File: config.mk
export PLATFORM = sky130hd
export DESIGN_NAME = round_robin_thread_scheduler_flat
export DESIGN_NICKNAME = d
export VERILOG_FILES = /design/src/hw/rtl/rrts_pkg.sv /design/src/hw/rtl/rrts_if.sv /design/src/hw/rtl/round_robin_thread_scheduler.sv /design/src/hw/rtl/rrts_ctrl.sv /design/src/hw/rtl/rrts_dp.sv /design/src/flat_wrapper.sv
export SDC_FILE = /design/constraint.sdc
export NUM_CORES = 1
export LEC_CHECK = 0
export ABC_AREA = 1
export ABC_CLOCK_PERIOD_IN_PS = 5200
export BUFFER_PORTS_ARGS = -buffer_cell sky130_fd_sc_hd__buf_2
export CAP_MARGIN = 15
export CORE_AREA = 2 2 106 185
export CTS_CLUSTER_SIZE = 10
export DETAILED_ROUTE_END_ITERATION = 6
export DIE_AREA = 0 0 108 187
export PLACE_DENSITY = 0.86
export SETUP_SLACK_MARGIN = 0.02
export SLEW_MARGIN = 40
export SYNTH_ARGS = -nofsm -noshare
export SYNTH_HDL_FRONTEND = slang
export SYNTH_HIERARCHICAL = 1
export SYNTH_SLANG_ARGS = --single-unit
File: constraint.sdc
create_clock -name clk -period 5.2 [get_ports clk]
set_clock_uncertainty 0.2 [all_clocks]
set_input_delay 0.52 -clock clk [delete_from_list [all_inputs] [get_ports clk]]
set_output_delay 0.52 -clock clk [all_outputs]
set_load 0.05 [all_outputs]
File: src/hw/rtl/rrts_pkg.sv
`timescale 1ns / 1ps

package rrts_pkg;

  localparam int THREAD_SLOTS_DEF = 16;

  typedef enum logic [1:0] {
    OP_CREATE = 2'd0,
    OP_TICK   = 2'd1,
    OP_EXIT   = 2'd2,
    OP_REAP   = 2'd3
  } op_t;

  typedef enum logic [2:0] {
    ST_OK               = 3'd0,
    ST_INVALID_ARGUMENT = 3'd1,
    ST_INVALID_STATE    = 3'd2,
    ST_NO_MEMORY        = 3'd3,
    ST_EMPTY            = 3'd4
  } status_t;

  typedef enum logic [1:0] {
    S_IDLE = 2'd0,
    S_SCAN = 2'd1,
    S_EXEC = 2'd2,
    S_OUT  = 2'd3
  } state_t;

  typedef struct packed {
    logic capture;
    logic scan;
    logic exec;
  } dp_cmd_t;

  typedef struct packed {
    logic scan_done;
  } dp_sts_t;

endpackage

File: src/hw/rtl/rrts_if.sv
`timescale 1ns / 1ps

interface rrts_in_if;
  logic        valid;
  logic        ready;
  logic [1:0]  opcode;
  logic [15:0] tick_delta;

  modport source(output valid, output opcode, output tick_delta, input ready);
  modport sink(input valid, input opcode, input tick_delta, output ready);
endinterface

interface rrts_out_if #(
  parameter int ID_W = $clog2(rrts_pkg::THREAD_SLOTS_DEF + 1)
);
  logic            valid;
  logic            ready;
  logic [2:0]      status;
  logic [ID_W-1:0] running_thread;
  logic [ID_W-1:0] thread_out;
  logic            switched;

  modport source(output valid, output status, output running_thread,
                 output thread_out, output switched, input ready);
  modport sink(input valid, input status, input running_thread,
               input thread_out, input switched, output ready);
endinterface

File: src/hw/rtl/round_robin_thread_scheduler.sv
`timescale 1ns / 1ps

// Channel   Direction  Payload
// in_ch     sink       opcode, tick_delta
// out_ch    source     status, running_thread, thread_out, switched
//
// One word is in work at a time: accept, search, update, then the result word.
// A create searches the slot map for a free slot, eight slots per cycle, lowest
// slot first; every other operation passes the search state without searching.
// Reset clears the queue pointers, counts and flags and marks every slot free.
// A stalled result word holds in_ch.ready low until out_ch takes it.

module round_robin_thread_scheduler #(
  parameter int THREAD_SLOTS = rrts_pkg::THREAD_SLOTS_DEF
) (
  input logic        clk,
  input logic        rst,
  rrts_in_if.sink    in_ch,
  rrts_out_if.source out_ch
);
  import rrts_pkg::*;

  localparam int ID_W = $clog2(THREAD_SLOTS + 1);

  dp_cmd_t         cmd;
  dp_sts_t         sts;
  logic            in_ready;
  logic            out_valid;
  logic [2:0]      status;
  logic [ID_W-1:0] running_thread;
  logic [ID_W-1:0] thread_out;
  logic            switched;

  rrts_ctrl u_ctrl (
    .clk       (clk),
    .rst       (rst),
    .in_valid  (in_ch.valid),
    .in_ready  (in_ready),
    .out_valid (out_valid),
    .out_ready (out_ch.ready),
    .cmd       (cmd),
    .sts       (sts)
  );

  rrts_dp #(
    .THREAD_SLOTS (THREAD_SLOTS)
  ) u_dp (
    .clk            (clk),
    .rst            (rst),
    .cmd            (cmd),
    .sts            (sts),
    .opcode         (in_ch.opcode),
    .tick_delta     (in_ch.tick_delta),
    .status         (status),
    .running_thread (running_thread),
    .thread_out     (thread_out),
    .switched       (switched)
  );

  assign in_ch.ready           = in_ready;
  assign out_ch.valid          = out_valid;
  assign out_ch.status         = status;
  assign out_ch.running_thread = running_thread;
  assign out_ch.thread_out     = thread_out;
  assign out_ch.switched       = switched;

endmodule

File: src/hw/rtl/rrts_ctrl.sv
`timescale 1ns / 1ps

module rrts_ctrl (
  input  logic             clk,
  input  logic             rst,
  input  logic             in_valid,
  output logic             in_ready,
  output logic             out_valid,
  input  logic             out_ready,
  output rrts_pkg::dp_cmd_t cmd,
  input  rrts_pkg::dp_sts_t sts
);
  import rrts_pkg::*;

  state_t state;
  state_t state_next;

  always_ff @(posedge clk) begin
    if (rst) begin
      state <= S_IDLE;
    end else begin
      state <= state_next;
    end
  end

  always_comb begin
    state_next = state;
    unique case (state)
      S_IDLE: begin
        if (in_valid) state_next = S_SCAN;
      end
      S_SCAN: begin
        if (sts.scan_done) state_next = S_EXEC;
      end
      S_EXEC: begin
        state_next = S_OUT;
      end
      S_OUT: begin
        if (out_ready) state_next = S_IDLE;
      end
      default: state_next = S_IDLE;
    endcase
  end

  always_comb begin
    in_ready    = (state == S_IDLE);
    out_valid   = (state == S_OUT);
    cmd.capture = (state == S_IDLE) && in_valid;
    cmd.scan    = (state == S_SCAN);
    cmd.exec    = (state == S_EXEC);
  end

endmodule

File: src/hw/rtl/rrts_dp.sv
`timescale 1ns / 1ps

module rrts_dp #(
  parameter int THREAD_SLOTS = rrts_pkg::THREAD_SLOTS_DEF,
  localparam int ID_W = $clog2(THREAD_SLOTS + 1)
) (
  input  logic              clk,
  input  logic              rst,
  input  rrts_pkg::dp_cmd_t cmd,
  output rrts_pkg::dp_sts_t sts,
  input  logic [1:0]        opcode,
  input  logic [15:0]       tick_delta,
  output logic [2:0]        status,
  output logic [ID_W-1:0]   running_thread,
  output logic [ID_W-1:0]   thread_out,
  output logic              switched
);
  import rrts_pkg::*;

  localparam int SW     = $clog2(THREAD_SLOTS);
  localparam int CW     = ID_W;
  localparam int GROUPS = (THREAD_SLOTS + 7) / 8;
  localparam int GW     = (GROUPS > 1) ? $clog2(GROUPS) : 1;

  logic [ID_W-1:0] ready_mem  [THREAD_SLOTS];
  logic [ID_W-1:0] exited_mem [THREAD_SLOTS];
  logic [ID_W-1:0] ready_rd;
  logic [ID_W-1:0] exited_rd;

  logic [SW-1:0]           rq_head, rq_head_next;
  logic [CW-1:0]           ready_count, ready_count_next;
  logic [SW-1:0]           xq_head, xq_head_next;
  logic [CW-1:0]           exited_count, exited_count_next;
  logic [THREAD_SLOTS-1:0] free_slots, free_slots_next;
  logic [ID_W-1:0]         current_thread, current_thread_next;
  logic                    idle_saved, idle_saved_next;
  logic                    fatal_flag, fatal_flag_next;

  op_t           op_code;
  logic          tick_zero;
  logic [GW-1:0] scan_grp;
  logic          found;
  logic [SW-1:0] found_slot;

  status_t         res_status;
  logic [ID_W-1:0] res_running;
  logic [ID_W-1:0] res_thread;
  logic            res_switched;

  // Free-slot search, eight slots per cycle, lowest slot first.
  logic [GROUPS*8-1:0] free_pad;
  logic [7:0]          grp_bits;
  logic                grp_hit;
  logic [2:0]          grp_pos;
  logic [GW+2:0]       grp_slot;

  assign free_pad = (GROUPS * 8)'(free_slots);
  assign grp_bits = free_pad[8 * scan_grp +: 8];
  assign grp_slot = {scan_grp, grp_pos};

  always_comb begin
    grp_hit = 1'b0;
    grp_pos = 3'd0;
    for (int i = 7; i >= 0; i--) begin
      if (grp_bits[i]) begin
        grp_hit = 1'b1;
        grp_pos = 3'(i);
      end
    end
  end

  assign sts.scan_done = (op_code != OP_CREATE) || found || grp_hit ||
                         (scan_grp == GW'(GROUPS - 1));

  always_ff @(posedge clk) begin
    if (cmd.capture) begin
      op_code   <= op_t'(opcode);
      tick_zero <= (tick_delta == 16'd0);
      scan_grp  <= '0;
      found     <= 1'b0;
    end else if (cmd.scan) begin
      if (!found && grp_hit) begin
        found      <= 1'b1;
        found_slot <= grp_slot[SW-1:0];
      end
      if (!sts.scan_done) scan_grp <= scan_grp + 1'b1;
    end
  end

  // Queue tail positions and head increments.
  logic [CW:0]   r_sum, x_sum;
  logic [SW-1:0] r_tail, x_tail, r_head_inc, x_head_inc;
  logic          r_full, x_full;

  assign r_sum  = (CW + 1)'(rq_head) + (CW + 1)'(ready_count);
  assign x_sum  = (CW + 1)'(xq_head) + (CW + 1)'(exited_count);
  assign r_tail = (r_sum >= (CW + 1)'(THREAD_SLOTS)) ?
                  SW'(r_sum - (CW + 1)'(THREAD_SLOTS)) : SW'(r_sum);
  assign x_tail = (x_sum >= (CW + 1)'(THREAD_SLOTS)) ?
                  SW'(x_sum - (CW + 1)'(THREAD_SLOTS)) : SW'(x_sum);
  assign r_head_inc = (rq_head == SW'(THREAD_SLOTS - 1)) ? '0 : rq_head + 1'b1;
  assign x_head_inc = (xq_head == SW'(THREAD_SLOTS - 1)) ? '0 : xq_head + 1'b1;
  assign r_full = (ready_count == CW'(THREAD_SLOTS));
  assign x_full = (exited_count == CW'(THREAD_SLOTS));

  logic            r_we, x_we;
  logic [ID_W-1:0] r_wdata;
  status_t         st_n;
  logic [ID_W-1:0] made;

  always_comb begin
    rq_head_next        = rq_head;
    ready_count_next    = ready_count;
    xq_head_next        = xq_head;
    exited_count_next   = exited_count;
    free_slots_next     = free_slots;
    current_thread_next = current_thread;
    idle_saved_next     = idle_saved;
    fatal_flag_next     = fatal_flag;
    r_we                = 1'b0;
    x_we                = 1'b0;
    r_wdata             = '0;
    st_n                = ST_OK;
    made                = '0;

    if (op_code == OP_TICK && tick_zero) begin
      st_n = ST_INVALID_ARGUMENT;
    end else if (fatal_flag) begin
      st_n = ST_INVALID_STATE;
    end else begin
      unique case (op_code)
        OP_CREATE: begin
          if (found) begin
            free_slots_next[found_slot] = 1'b0;
            made = ID_W'(found_slot) + 1'b1;
            if (!r_full) begin
              r_we             = 1'b1;
              r_wdata          = made;
              ready_count_next = ready_count + 1'b1;
            end
          end else begin
            st_n = ST_NO_MEMORY;
          end
        end
        OP_TICK: begin
          if (ready_count != '0) begin
            rq_head_next        = r_head_inc;
            current_thread_next = ready_rd;
            if (current_thread != '0) begin
              r_we    = 1'b1;
              r_wdata = current_thread;
            end else begin
              ready_count_next = ready_count - 1'b1;
              idle_saved_next  = 1'b1;
            end
          end
        end
        OP_EXIT: begin
          if (current_thread == '0) begin
            fatal_flag_next = 1'b1;
            st_n            = ST_INVALID_STATE;
          end else begin
            if (!x_full) begin
              x_we              = 1'b1;
              exited_count_next = exited_count + 1'b1;
            end
            if (ready_count != '0) begin
              rq_head_next        = r_head_inc;
              ready_count_next    = ready_count - 1'b1;
              current_thread_next = ready_rd;
            end else begin
              current_thread_next = '0;
            end
          end
        end
        OP_REAP: begin
          if (current_thread != '0) begin
            st_n = ST_INVALID_STATE;
          end else if (exited_count == '0) begin
            st_n = ST_EMPTY;
          end else begin
            xq_head_next      = x_head_inc;
            exited_count_next = exited_count - 1'b1;
            made              = exited_rd;
            if (exited_rd != '0 && exited_rd <= ID_W'(THREAD_SLOTS)) begin
              free_slots_next[SW'(exited_rd - 1'b1)] = 1'b1;
            end
          end
        end
        default: st_n = ST_OK;
      endcase
    end
  end

  always_ff @(posedge clk) begin
    if (cmd.exec && r_we) ready_mem[r_tail] <= r_wdata;
    if (cmd.exec && x_we) exited_mem[x_tail] <= current_thread;
    ready_rd  <= ready_mem[rq_head];
    exited_rd <= exited_mem[xq_head];
  end

  always_ff @(posedge clk) begin
    if (rst) begin
      rq_head        <= '0;
      ready_count    <= '0;
      xq_head        <= '0;
      exited_count   <= '0;
      free_slots     <= '1;
      current_thread <= '0;
      idle_saved     <= 1'b0;
      fatal_flag     <= 1'b0;
    end else if (cmd.exec) begin
      rq_head        <= rq_head_next;
      ready_count    <= ready_count_next;
      xq_head        <= xq_head_next;
      exited_count   <= exited_count_next;
      free_slots     <= free_slots_next;
      current_thread <= current_thread_next;
      idle_saved     <= idle_saved_next;
      fatal_flag     <= fatal_flag_next;
    end
  end

  always_ff @(posedge clk) begin
    if (cmd.exec) begin
      res_status   <= st_n;
      res_running  <= current_thread_next;
      res_thread   <= made;
      res_switched <= (current_thread_next != current_thread);
    end
  end

  assign status         = res_status;
  assign running_thread = res_running;
  assign thread_out     = res_thread;
  assign switched       = res_switched;

endmodule

File: src/flat_wrapper.sv
// flat-port wrapper written by rule: the top's interface ports become plain ports
module round_robin_thread_scheduler_flat import rrts_pkg::*;
#(
  parameter int THREAD_SLOTS = rrts_pkg::THREAD_SLOTS_DEF
)
  (clk, rst, in_ch_valid, in_ch_opcode, in_ch_tick_delta, in_ch_ready, out_ch_valid, out_ch_status, out_ch_running_thread, out_ch_thread_out, out_ch_switched, out_ch_ready);
  rrts_in_if in_ch_i ();
  rrts_out_if out_ch_i ();
  input logic clk;
  input logic rst;
  input wire logic [$bits(in_ch_i.valid)-1:0] in_ch_valid;
  input wire logic [$bits(in_ch_i.opcode)-1:0] in_ch_opcode;
  input wire logic [$bits(in_ch_i.tick_delta)-1:0] in_ch_tick_delta;
  output wire logic [$bits(in_ch_i.ready)-1:0] in_ch_ready;
  output wire logic [$bits(out_ch_i.valid)-1:0] out_ch_valid;
  output wire logic [$bits(out_ch_i.status)-1:0] out_ch_status;
  output wire logic [$bits(out_ch_i.running_thread)-1:0] out_ch_running_thread;
  output wire logic [$bits(out_ch_i.thread_out)-1:0] out_ch_thread_out;
  output wire logic [$bits(out_ch_i.switched)-1:0] out_ch_switched;
  input wire logic [$bits(out_ch_i.ready)-1:0] out_ch_ready;
  assign in_ch_i.valid = in_ch_valid;
  assign in_ch_i.opcode = in_ch_opcode;
  assign in_ch_i.tick_delta = in_ch_tick_delta;
  assign in_ch_ready = in_ch_i.ready;
  assign out_ch_valid = out_ch_i.valid;
  assign out_ch_status = out_ch_i.status;
  assign out_ch_running_thread = out_ch_i.running_thread;
  assign out_ch_thread_out = out_ch_i.thread_out;
  assign out_ch_switched = out_ch_i.switched;
  assign out_ch_i.ready = out_ch_ready;
  round_robin_thread_scheduler #(.THREAD_SLOTS(THREAD_SLOTS)) u_core (.clk(clk), .rst(rst), .in_ch(in_ch_i), .out_ch(out_ch_i));
endmodule
; ---- Yosys cells after proc, flatten, opt, wreduce, memory -nomap -nowiden
; Memories as Yosys holds them, arrays and structs flattened. A register that Yosys moved wholly into a read port is not among the register bits.
; Cells that the tools add are included.
[op_classes]
n_reduce_logical = 38
shifts = 1
n_addsub = 13
eq_ne = 24
muxes = 89
n_lt_le_gt_ge = 7
bitwise_logic = 9
[op_table]
columns = op, count
row1 = 5-bit two-way mux, 24
row2 = 16-bit two-way mux, 4
row3 = 5-bit one-hot mux with 2 select lines, 4
row4 = 16-bit one-hot mux with 2 select lines, 1
row5 = 1-bit two-way mux, 29
row6 = 4-bit two-way mux, 6
row7 = "2-bit != test, second input constant", 11
row8 = 3-bit two-way mux, 6
row9 = 16-bit AND, 1
row10 = 16-bit zero test, 1
row11 = 2-bit two-way mux, 8
row12 = 16-bit NOT, 1
row13 = 16-bit bitwise OR, 1
row14 = 8-bit AND reduction, 2
row15 = 16-bit by 5-bit variable part select with 8-bit output, 1
row16 = 5-bit one-hot mux with 3 select lines, 1
row17 = 5-bit nonzero test, 3
row18 = 4-bit by 5-bit adder with 6-bit output, 2
row19 = "6-bit by 5-bit >= comparator with 1-bit output, second input constant", 2
row20 = "4-bit by 1-bit subtractor with 4-bit output, second input constant", 3
row21 = "5-bit by 1-bit adder with 5-bit output, second input constant", 2
row22 = "5-bit == test, second input constant", 2
row23 = 5-bit zero test, 2
row24 = "4-bit by 5-bit < comparator with 1-bit output, second input constant", 2
row25 = other kinds (30), 62
[word_totals]
n_memories = 2
output_inout_bits = 16
input_bits = 22
mem_bits_rw = 160
ff_bits = 65
wordCells = 204
[mem_list]
columns = name, depth, width, read_ports, rd_clocked_by_memory_dff, write_ports, line
row1 = u_core.u_dp.exited_mem, 16, 5, 1, 1, 1, rrts_dp.sv:26  ; logic [ID_W-1:0] exited_mem [THREAD_SLOTS];
row2 = u_core.u_dp.ready_mem, 16, 5, 1, 1, 1, rrts_dp.sv:25  ; logic [ID_W-1:0] ready_mem [THREAD_SLOTS];

; ---- Logic depth before layout (Yosys ltp)
[depth]
word_depth = 13
mapped_depth = 14
mapped_depth_nobuf = 14

; ---- Hierarchy
; The synthesis kept the hierarchy.
[modules_own_cells]
columns = module, instances, area_each_um2, seq_area_each_um2, cells_each
row1 = rrts_dp, 1, 10880.4, 6476.2, 1109
row2 = rrts_ctrl, 1, 178.9, 40.0, 26

; ---- Worst setup path before layout
; Ideal clock, no wire load.
[synth_timing]
path_type = reg-to-reg
start = reg u_core.u_ctrl.state[0]
end = mem u_core/u_dp/exited_mem[10][0] (netlist bit) (enable)
t_required_ns = 4.661
path_slack_ns = 2.731
arrival_ns = 1.930
path_buffers = 0
setup_ns = 0.339
synth_period_minus_slack_ns = 2.469
stages_incl_launch_ff = 9
cell_sequence = dfxtp_1 > inv_1 > ha_1 > inv_1 > nor2_4 > nand2_1 > nor2_1 > nand3_1 > nor2_1
[synth_lines]
columns = item, line
row1 = "start, declared", rrts_ctrl.sv:15  ; state_t state;
row2 = "start signal, assigned", rrts_ctrl.sv:22  ; state <= state_next;
row3 = "end, declared", rrts_dp.sv:26

; ---- Worst setup path after layout
[layout_timing]
start = reg u_core.u_dp.rq_head[1]
end = mem u_core/u_dp/ready_mem[11][3] (netlist bit) (enable)
[layout_via]
elab_chain_len = 3
elab_cells_between_ends = 4
classes_between = add/sub: 2 / order compare: 1 / mux: 1
[layout_lines]
columns = item, line
row1 = "start, declared", rrts_dp.sv:30  ; logic [SW-1:0] rq_head, rq_head_next;
row2 = "start signal, assigned", rrts_dp.sv:213  ; rq_head <= rq_head_next;
row3 = 4-bit by 5-bit adder with 6-bit output (*), rrts_dp.sv:95  ; assign r_sum = (CW + 1)'(rq_head) + (CW + 1)'(ready_count);
row4 = 6-bit by 5-bit >= comparator with 1-bit output or 4-bit by 1-bit subtractor with 4-bit output (tied branches), "rrts_dp.sv:97, rrts_dp.sv:98"
row5 = 4-bit two-way mux (*), rrts_dp.sv:97  ; assign r_tail = (r_sum >= (CW + 1)'(THREAD_SLOTS)) ?
row6 = "end, declared", rrts_dp.sv:25
; Mark *: on every way between the ends. The rest lies on a longest branch, timed or not.

==> out/qor.yml <==
synthesis:
  ys_types: 41
  ys_seq_area_frac: 0.5892
  syn_inst: 1135
  yosys-top-cells-area: "edfxtp_1 (49%), dfxtp_1 (9.8%), nor2_1 (6.3%)"
  syn-num-nets: 1187
  yosys_warnings: 6
  async_flop_share: 0
  synth_commonest_cells: "nor2_1 (186), edfxtp_1 (181), nand2_1 (153), o21ai_0 (131), inv_1 (102)"
  post-synth-top-count-cell: "nor2_1"
  synth_edf_count: 181
  synth_ff_type: "edfxtp_1"
  syn_area_um2: 11060
  synth_top_area_share: 0.4915
  avgSynthCellArea_um2: 9.744
  synth_seq_cells: 235
  yosysTopAreaCell: "edfxtp_1"
worst_setup_path:
  cp-start-kind: "flip-flop"
  rr_endpoint: "u_core/u_dp/ready_mem[11][3]"
  cp_max_fo: 24
  critPathBufInv: 2
  crit_top_cell: "inv_1"
  regToRegSetupSlack_ps: 1870
  rr_startpoint: "u_core/u_dp/rq_head[1]"
  crit_start: "u_core/u_dp/rq_head[1]"
  path_class: "reg2reg"
  endpoint_kind: "flip-flop"
  crit_family: "simple AND/OR/NAND/NOR gates"
  required_ps: 5180
  critPathMaxStageDelay_ps: 770
  slowest_stage: "dfxtp_1"
  cp_cell_sequence: "inv_1 -> fa_1 -> inv_1 -> nand4_1 -> nor2_1"
  cp_data_arrival_time_ps: 3310
  reg2reg_depth: 5
floorplanning:
  io_pins: 38
  start_util: 0.5863
  dieArea_um2: 20200
  chipWidth_um: 108
  std_cell_rows: 67
  core_um2: 18860
  fp.dieH_um: 187
cts:
  clock_latency_ps: 530
  numCtsBuffers: 27
  cts_setup_buffers: 0
  hold_buffers: 2
  cts_resized: 0
  clk_pin_slew_ps: 50
  cts_max_path_buffers: 3
  cts_tree: "done"
  cts_num_sinks: 235
  h-tree-depth: 1
  clockRootBuffer: "clkbuf_16"
timing:
  min_period_ps: 3327
  rsz0062_at_grt: "no"
  setup_viol: 0
  slew-limit-headroom: 0.4712
  fmax_mhz: 300.6
  hold_viol: 0
  slew_violations: 0
  max_slew.worst_pin.slew_ps: 790.7
  min_period_over_period: 0.6398
  setup_tns_ps: 0
cells_and_area:
  finalNonFillerCells: 1432
  diodes: 0
  final_nets: 1222
  fin_util: 0.6496
  multi_input_area_um2: 3933
  fillers: 1421
  syn_to_final_growth_pct: 10.78
  drive_gt1_frac: 0.08816
  final-seq-area_um2: 6516
power:
  p_clk_frac: 0.324
  p_int_w: 0.003521
  power.share.switching: 0.3220
  power.total_w: 0.005194
  p_leak_nw: 4.701
  power.switching_w: 0.001673
  irDropWorstVdd_v: 0.0002850
  power_density_nw_per_um2: 423.9
  pwr-share-seq: 0.447
  combPwrFrac: 0.229
outcome:
  status: "complete, no violations"
detailed_routing:
  totalWireLength_mm: 27.06
  firstDrtPassIters: 6
  ant_nets: 0
  num_vias: 8580
  routedWlPerCell_um: 18.90
  viasPerCell: 5.992
  drtIter0Drc: 674
  drc_errors: 0
place:
  dp.cells: 1380
  port_buffers: 37
  hpwl_mm: 18.43
  place.gp.congestion: 0.9769
global_routing:
  gr-usage-all-layers: 0.2700
  grt_pass1_wl_mm: 42.06
  grt_remaining_overflow: 0
  grt_pass1_vias: 8572
  grt_max_degree: 46
  antenna_found_initial: 0
worst_hold_path:
  worstHoldEndpoint: "u_core/u_dp/tick_zero"
  min-delay-start: "in_ch_tick_delta[14]"
  min_path_cells: 4
  holdCritPathClass: "in2reg"
job:
  cap_violations: 0
[worst min-delay path: stages]
cell	delay, ps
buf_2	70
nor4_1	30
nand2_1	50
nor2_1	40
[area by class of cell]
class / count / area share
flip-flops and latches: 235 / 0.5319
multi-input cells: 746 / 0.3210
clock buffers: 48 / 0.06240
inverters: 107 / 0.03278
repair buffers: 53 / 0.02533
well taps: 241 / 0.02461
clock inverters: 2 / 0.002042
[layer usage]
layer	track usage	vias up	wire length (um)
li1	-	4004	-
met2	0.5024	443	14550
met4	0.1874	0	2026
met1	0.2712	3996	8711
met3	0.02857	137	1774
met5	0	-	0
[layout by cell type, fill, tap and decap left out, types with 4 or more instances in the layout]
master	instances
a21oi_1	37
nand3_1	89
clkbuf_16	27
nand4_1	15
inv_1	99
mux2i_1	10
edfxtp_1	181
xnor2_1	6
buf_2	37
clkbuf_1	20
o211ai_1	6
fa_1	4
nand2_1	153
ha_1	26
nor2_1	186
nor2_4	4
o22ai_1	12
xor2_1	13
o32ai_1	10
o221ai_1	18
dfxtp_1	54
o21ai_0	131
nand2_2	4
inv_2	6
nor4_1	5
buf_4	14
[worst max path at each step]
stage / endpoint / cells past startpoint
after global placement: u_core/u_dp/ready_mem[3][0] / 5
after detailed placement: u_core/u_dp/ready_mem[11][3] / 5
final: u_core/u_dp/ready_mem[11][3] / 5
after global routing: u_core/u_dp/ready_mem[3][1] / 5
after floorplan: u_core/u_dp/exited_mem[10][0] / 8
after CTS: u_core/u_dp/ready_mem[15][2] / 5
[cell families after synthesis]
logic type	count (synthesis)	share of synthesized area
flip-flops	235	0.5892
AND/OR/NAND/NOR	464	0.1799
multiplexers	10	0.009051
buffers and inverters	154	0.05521
adder cells (fa/ha/maj)	30	0.03666
AO/OA/AOI/OAI	223	0.1149
XOR/XNOR	19	0.01505
[per-stage QoR]
| stage | area (um2) | hold slack (ps) | setup slack [ps] |
|---|---|---|---|
| 3_3_place_gp | 11440 | 266.3 | 2147 |
| 3_5_place_dp | 11440 | 276.4 | 1993 |
| 4_1_cts | 12250 | 148.6 | 1969 |
| 5_1_grt | 12250 | 156.1 | 1744 |
| 6_report | 12250 | 152.8 | 1873 |
| 2_1_floorplan | 11060 | 245.4 | 2731 |
[state kept, by name, indices dropped and copies added (netlist names), 2 cells and up]
register / cells
u_core/u_dp/rq_head: 4
u_core/u_dp/xq_head: 4
u_core/u_dp/current_thread: 5
u_core/u_dp/ready_count: 5
u_core/u_dp/status: 3
u_core/u_dp/thread_out: 5
u_core/u_dp/found_slot: 4
u_core/u_dp/running_thread: 5
u_core/u_dp/op_code: 2
u_core/u_dp/ready_rd: 5
u_core/u_dp/exited_count: 5
u_core/u_dp/exited_mem: 80
u_core/u_dp/free_pad: 16
u_core/u_ctrl/state: 2
u_core/u_dp/exited_rd: 5
u_core/u_dp/ready_mem: 80
[power by group through the flow]
stage	sequential [W]	clock, W	combinational [W]
final	0.00232	0.00168	0.00119
after global routing	0.00233	0.00178	0.00130
after CTS	0.00232	0.00170	0.00117
after detailed placement	0.00235	0	0.00116
after global placement	0.00235	0	0.00113
after floorplan	0.00244	0	0.000737
No activity file was read; power rests on OpenSTA's default activity.
